--- config.mk ---
export PLATFORM = sky130hd
export DESIGN_NAME = ipv4_cidr_text_parser_core
export DESIGN_NICKNAME = d
export VERILOG_FILES = /design/src/sv/cidrp_pkg.sv /design/src/sv/cidrp_parse.sv /design/src/sv/ipv4_cidr_text_parser_core.sv
export SDC_FILE = /design/constraint.sdc
export NUM_CORES = 1
export LEC_CHECK = 0
export BUFFER_PORTS_ARGS = -buffer_cell sky130_fd_sc_hd__buf_2
export CORE_AREA = 2 2 162 101
export CTS_CLUSTER_SIZE = 20
export DETAILED_ROUTE_END_ITERATION = 16
export DIE_AREA = 0 0 164 103
export PLACE_DENSITY = 0.58
export SYNTH_ARGS = -nofsm -noshare
export SYNTH_HDL_FRONTEND = slang
export SYNTH_SLANG_ARGS = --single-unit
--- constraint.sdc ---
create_clock -name clock -period 6 [get_ports clock]
set_input_delay 1.2 -clock clock [delete_from_list [all_inputs] [get_ports clock]]
set_output_delay 1.2 -clock clock [all_outputs]
set_load 0.02 [all_outputs]
--- src/sv/cidrp_pkg.sv ---
// ----------------------------------------------------------------------------
// cidrp_pkg
// Shared types and character constants for the IPv4 CIDR text parser.
// ----------------------------------------------------------------------------
package cidrp_pkg;

   localparam logic [7:0] CHAR_DOT   = 8'h2E;
   localparam logic [7:0] CHAR_SLASH = 8'h2F;
   localparam logic [7:0] CHAR_ZERO  = 8'h30;
   localparam logic [7:0] CHAR_NINE  = 8'h39;

   localparam int AddrWidth   = 32;
   localparam int PrefixWidth = 7;

   typedef enum logic [2:0] {
      PHASE_OCT0   = 3'd0,
      PHASE_OCT1   = 3'd1,
      PHASE_OCT2   = 3'd2,
      PHASE_OCT3   = 3'd3,
      PHASE_PREFIX = 3'd4,
      PHASE_DONE   = 3'd5,
      PHASE_ERROR  = 3'd7
   } phase_type;

   typedef struct packed {
      phase_type        phase;
      logic [1:0]       oct_cnt;
      logic [9:0]       oct_acc;
      logic [23:0]      finished;
      logic [6:0]       pfx_acc;
      logic [1:0]       pfx_cnt;
   } parse_state_type;

   typedef struct packed {
      logic [AddrWidth-1:0]   address;
      logic [PrefixWidth-1:0] prefix_length;
      logic                   parse_ok;
   } parse_result_type;

   localparam parse_state_type STATE_RESET = '{
      phase:    PHASE_OCT0,
      oct_cnt:  2'd0,
      oct_acc:  10'd0,
      finished: 24'd0,
      pfx_acc:  7'd0,
      pfx_cnt:  2'd0
   };

endpackage

--- src/sv/cidrp_parse.sv ---
// ----------------------------------------------------------------------------
// cidrp_parse
// Parse state register and the one-character update of octets and prefix.
// ----------------------------------------------------------------------------
module cidrp_parse (
   input  logic                        clock,
   input  logic                        reset,
   input  logic                        step_valid,
   input  logic [7:0]                  step_char,
   input  logic                        step_last,
   output cidrp_pkg::parse_result_type step_result
);
   import cidrp_pkg::*;

   parse_state_type state_ff;
   parse_state_type state_in;
   parse_state_type upd;
   logic            is_digit;
   logic            is_sep;
   logic [3:0]      digit_val;
   logic [13:0]     oct_times10;
   logic [10:0]     pfx_times10;
   logic [1:0]      pfx_cnt_inc;

   always_comb begin
      is_digit    = (step_char >= CHAR_ZERO) && (step_char <= CHAR_NINE);
      is_sep      = (step_char == CHAR_DOT) || (step_char == CHAR_SLASH);
      digit_val   = 4'(step_char - CHAR_ZERO);
      oct_times10 = {1'b0, state_ff.oct_acc, 3'b000} + {3'b000, state_ff.oct_acc, 1'b0}
                    + {10'd0, digit_val};
      pfx_times10 = {1'b0, state_ff.pfx_acc, 3'b000} + {3'b000, state_ff.pfx_acc, 1'b0}
                    + {7'd0, digit_val};
      pfx_cnt_inc = state_ff.pfx_cnt + 2'd1;

      upd = state_ff;
      unique case (state_ff.phase)
         PHASE_OCT0, PHASE_OCT1, PHASE_OCT2, PHASE_OCT3: begin
            if (is_sep) begin
               // The fourth octet stays in the accumulator for the address.
               if (state_ff.phase != PHASE_OCT3) begin
                  upd.finished = {state_ff.finished[15:0], state_ff.oct_acc[7:0]};
                  upd.oct_acc  = 10'd0;
               end else begin
                  upd.oct_acc  = {2'b00, state_ff.oct_acc[7:0]};
               end
               upd.oct_cnt = 2'd0;
               upd.phase   = phase_type'(state_ff.phase + 3'd1);
            end else if (!is_digit || state_ff.oct_cnt == 2'd3) begin
               upd.phase = PHASE_ERROR;
            end else begin
               upd.oct_acc = oct_times10[9:0];
               upd.oct_cnt = state_ff.oct_cnt + 2'd1;
            end
         end
         PHASE_PREFIX: begin
            if (!is_digit) begin
               upd.phase = PHASE_ERROR;
            end else begin
               upd.pfx_acc = pfx_times10[6:0];
               upd.pfx_cnt = pfx_cnt_inc;
               if (pfx_cnt_inc >= 2'd2) begin
                  upd.phase = PHASE_DONE;
               end
            end
         end
         default: begin
            upd = state_ff;
         end
      endcase

      step_result.parse_ok = (upd.phase == PHASE_DONE) ||
                             (upd.phase == PHASE_PREFIX && upd.pfx_cnt != 2'd0);
      if (step_result.parse_ok) begin
         step_result.address       = {upd.finished, upd.oct_acc[7:0]};
         step_result.prefix_length = upd.pfx_acc;
      end else begin
         step_result.address       = '0;
         step_result.prefix_length = '0;
      end

      if (!step_valid) begin
         state_in = state_ff;
      end else if (step_last) begin
         state_in = STATE_RESET;
      end else begin
         state_in = upd;
      end
   end

   always_ff @(posedge clock) begin
      if (reset) begin
         state_ff <= STATE_RESET;
      end else begin
         state_ff <= state_in;
      end
   end

endmodule

--- src/sv/ipv4_cidr_text_parser_core.sv ---
// ----------------------------------------------------------------------------
// ipv4_cidr_text_parser_core
// Parses a.b.c.d/m text, one character per item, into address and prefix.
// ----------------------------------------------------------------------------
// Usage: the req_ channel carries one character per item in string order,
// with req_tlast on the final character. For each string one item leaves on
// the rsp_ channel: the address and prefix length in rsp_tdata and the
// parse-ok flag in rsp_tuser; a failed parse gives zero address and prefix.
// Characters other than the last produce no output item.
// A character is registered in the input register and is folded into the
// parse state when it leaves it; a last character also loads the result
// of its string into the output register, from which it is shown on rsp_.
// Throughput: one character per cycle while no last character waits on a
// stalled output; the parse update is a single short multiply-by-ten and add.
// Reset clears the input and output valid flags and returns the parser to the
// start of a string. When the receiver stalls, the result holds in the output
// register, characters without req_tlast keep flowing through the parser, and
// only a new last character waits in the input register, with req_tready low,
// until the output frees.
// ----------------------------------------------------------------------------
module ipv4_cidr_text_parser_core (
   input  logic        clock,
   input  logic        reset,
   input  logic        req_tvalid,
   output logic        req_tready,
   input  logic [7:0]  req_tdata,   // [7:0] text_char
   input  logic        req_tlast,   // end_of_text
   output logic        rsp_tvalid,
   input  logic        rsp_tready,
   output logic [39:0] rsp_tdata,   // [31:0] address, [38:32] prefix_length, [39] zero
   output logic [0:0]  rsp_tuser    // [0] parse_ok
);
   import cidrp_pkg::*;

   logic             in_valid_ff;
   logic             in_valid_in;
   logic [7:0]       in_char_ff;
   logic             in_last_ff;
   logic             rsp_valid_ff;
   logic             rsp_valid_in;
   parse_result_type rsp_result_ff;
   parse_result_type step_result;
   logic             advance;
   logic             load_rsp;

   always_comb begin
      advance      = in_valid_ff && (!in_last_ff || !rsp_valid_ff || rsp_tready);
      load_rsp     = advance && in_last_ff;
      req_tready   = !in_valid_ff || advance;
      in_valid_in  = (req_tvalid && req_tready) || (in_valid_ff && !advance);
      rsp_valid_in = load_rsp || (rsp_valid_ff && !rsp_tready);
   end

   cidrp_parse u_parse (
      .clock       (clock),
      .reset       (reset),
      .step_valid  (advance),
      .step_char   (in_char_ff),
      .step_last   (in_last_ff),
      .step_result (step_result)
   );

   always_ff @(posedge clock) begin
      if (reset) begin
         in_valid_ff  <= 1'b0;
         rsp_valid_ff <= 1'b0;
      end else begin
         in_valid_ff  <= in_valid_in;
         rsp_valid_ff <= rsp_valid_in;
      end
   end

   always_ff @(posedge clock) begin
      if (req_tvalid && req_tready) begin
         in_char_ff <= req_tdata;
         in_last_ff <= req_tlast;
      end
      if (load_rsp) begin
         rsp_result_ff <= step_result;
      end
   end

   assign rsp_tvalid = rsp_valid_ff;
   assign rsp_tdata  = {1'b0, rsp_result_ff.prefix_length, rsp_result_ff.address};
   assign rsp_tuser  = rsp_result_ff.parse_ok;

`ifndef ASSERT_OFF
   a_fail_zero: assert property (@(posedge clock) disable iff (reset)
      rsp_valid_ff && !rsp_result_ff.parse_ok |->
         rsp_result_ff.address == '0 && rsp_result_ff.prefix_length == '0)
      else $error("failed parse carries a nonzero address or prefix");

   a_prefix_range: assert property (@(posedge clock) disable iff (reset)
      rsp_valid_ff |-> rsp_result_ff.prefix_length <= 7'd99)
      else $error("prefix length above 99");

   a_last_loads: assert property (@(posedge clock) disable iff (reset)
      load_rsp |=> rsp_valid_ff)
      else $error("last character did not produce a result");

   a_no_overwrite: assert property (@(posedge clock) disable iff (reset)
      rsp_valid_ff && !rsp_tready |-> !load_rsp)
      else $error("result register overwritten while stalled");

   a_hold_input: assert property (@(posedge clock) disable iff (reset)
      in_valid_ff && !advance |=> in_valid_ff && $stable(in_char_ff) && $stable(in_last_ff))
      else $error("held character lost from input register");
`endif

endmodule

==> results.ini <==
[timing]
rsz0062_at_grt = no
timing.final.crit_period_ps = 3704
worst_slack_ps = 2296
min_period_over_period_pct = 61.74
tns_ps = 0
drv_slew = 0
finalHoldViolCount = 0
slew_headroom_pct = 28.48
holdWs_ps = 502.4
skew_ps = 6.885
fmax_mhz = 270.0
finalSetupViolCount = 0
worst_pin_slew_ps = 1065

[setup_path]
critPathSlowestCell = o32ai_4
critical_path_peak_fanout = 21
critPathLaunchType = register
cp_slowest_stage_delay_ps = 860
path_cells = or3b_1 > nor4_4 > a2111oi_0 > o32ai_4 > buf_4 > a211oi_1
crit_type = reg2reg
required_ps = 6070
cp.arrival_ps = 3780
end_kind = register

[final_layout]
finish.net_count = 521
drive_above_1_share_pct = 16.63
final_cell_mix = nor2_1, nand2_1, buf_2
layout_commonest_cell = nor2_1
n_antenna_cell = 0
n_fill_cell = 1581
stdcell_area_mm2 = 0.005284
syn2layout_area_growth_pct = 16.43

[logic_synthesis]
yosys_warnings = 0
ys_types = 50
synth-seq-cells = 97
syn_area_mm2 = 0.004538
synth_edf_count = 49
ys.flop_type = edfxtp_1
postSynth.asyncResetShare_pct = 0
syn_nets = 479
synthCells = 440
syn_area_per_cell_um2 = 10.31
ys_seq_area_share_pct = 53.60

[detailed_routing]
drt-initial-drc-count = 265
wl_um = 11160
drc = 0
firstDrtPassIters = 5
ant_nets = 0
vias = 3466
wl_per_cell_um = 16.03
via_per_inst = 4.980

[clock_network]
path_clk_slew_ps = 70
hold_buffers = 0
clk_root_buffer_cell = clkbuf_16
clock_sink_count = 97
cts_resized = 0
cts_buffers = 9
max-clock-path-buffers = 2
h-tree-depth = 3
cts_tree = yes
postCtsSetupBuffers = 0
worstSkewPairLatency_ps = 350

[placed_design]
dp_hpwl_um = 7648
place.gp.congestion = 0.8164
preCtsSetupSlack_ps = 2316
placed_cell_area_mm2 = 0.004985
portBuffers = 54

[power_and_ir_drop]
seq_power_share_pct = 52.5
power_density_mw_per_mm2 = 257.3
p_leak_nw = 1.891
pwr-share-clk_pct = 42.9
combPwrFrac_pct = 4.6
irDropWorstVdd_mv = 0.1131
p_sw_share_pct = 23.79
switchingPower_w = 0.0003235
p_int_w = 0.001036
p_total_w = 0.001360

[die]
rows = 36
die_area_mm2 = 0.01689
die_y_um = 103
io_pins = 56
core_area_mm2 = 0.01563
initial_utilization_pct = 29.03
die_x_um = 164

[global_route]
antenna_found_initial = 0
grt_overflow = 0
grt_pass1_wl_um = 18040
grt_pass1_vias = 3399
gr-usage-all-layers_pct = 13.96
grt_max_degree = 47

[run_status]
status = finished clean

[job]
max_cap_violations = 0

[hold_path]
min_path_type = reg2reg

## synth_stat cells, drive strengths merged, types with 7 or more instances
master / n / share of area, %
a21oi: 35 / 3.9
a22oi: 36 / 6.0
buf: 12 / 1.5
clkbuf: 14 / 1.2
dfxtp: 48 / 21
edfxtp: 49 / 32
ha: 22 / 6.1
inv: 16 / 1.3
mux2i: 7 / 1.5
nand2: 55 / 4.5
nor2: 57 / 4.9
nor3: 8 / 0.88
o21ai: 11 / 1.2
xnor2: 7 / 1.4
## logic make-up after synthesis
| family | count (synthesis) | synth area share [%] |
|---|---|---|
| other cells | 1 | 0.08263 |
| xor+xnor | 11 | 2.123 |
| fa+ha+maj | 26 | 7.830 |
| compound gates | 108 | 15.91 |
| flops | 97 | 53.60 |
| mux | 7 | 1.544 |
| buf+inv | 42 | 3.970 |
| simple gates | 148 | 14.94 |
## layer usage
metal	global-route usage [%]	vias up	part of all wire [%]
met2	20.14	109	39
met4	4.723	0	1.3
met3	3.741	15	7.0
met5	0	-	0
li1	-	1651	-
met1	20.16	1691	52
## state kept, by name, summed over array words and instances (netlist names)
name and flops:
rsp_tuser 1, rsp_tdata 39, in_valid_ff 1, in_char_ff 8, rsp_tvalid 1, in_last_ff 1, u_parse.state_ff 46
## power by group through the flow
stage / registers [W] / clock network (W) / logic (W)
5_1_grt: 0.000715 / 0.000621 / 0.0000690
2_1_floorplan: 0.000732 / 0 / 0.0000373
4_1_cts: 0.000714 / 0.000598 / 0.0000633
3_3_place_gp: 0.000729 / 0 / 0.0000615
3_5_place_dp: 0.000729 / 0 / 0.0000631
6_report: 0.000714 / 0.000583 / 0.0000629
## final cells by class
cell class	instances	area (um2)	area share [%]
repair buffers	57	292.8	5.541
clock buffers	11	254.0	4.807
clock inverters	5	45.04	0.8525
well taps	209	261.5	4.949
flip-flops and latches	97	2432	46.03
inverters	16	60.06	1.137
multi-input cells	301	1938	36.68
## critical path: cells and delay by family, from the launching register on
kind / cells / cell delay (ps)
AOI/OAI and AO/OA: 3 / 1330
buffers and inverters: 1 / 370
DFF: 1 / 390
and+or+nand+nor: 2 / 1330
## path summary, 6_finish.rpt
path / start / to / slack, ps / depth (start not counted)
max: in_char_ff[7]$_DFFE_PP_ / rsp_tdata[35]$_SDFFCE_PN0P_ / 2300 / 6
min reg2reg: u_parse.state_ff[32]$_SDFFE_PP0P_ / u_parse.state_ff[32]$_SDFFE_PP0P_ / 500 / 2
min: u_parse.state_ff[32]$_SDFFE_PP0P_ / u_parse.state_ff[32]$_SDFFE_PP0P_ / 500 / 2
max reg2reg: in_char_ff[7]$_DFFE_PP_ / rsp_tdata[35]$_SDFFCE_PN0P_ / 2300 / 6
## per-stage QoR
stage / util [%] / cells
4_1_cts: 33.81 / 696
5_1_grt: 33.81 / 696
3_5_place_dp: 31.89 / 680
3_3_place_gp: 31.89 / 680
6_report: 33.81 / 696
2_1_floorplan: - / 440
No activity file was read; power rests on OpenSTA's default activity.
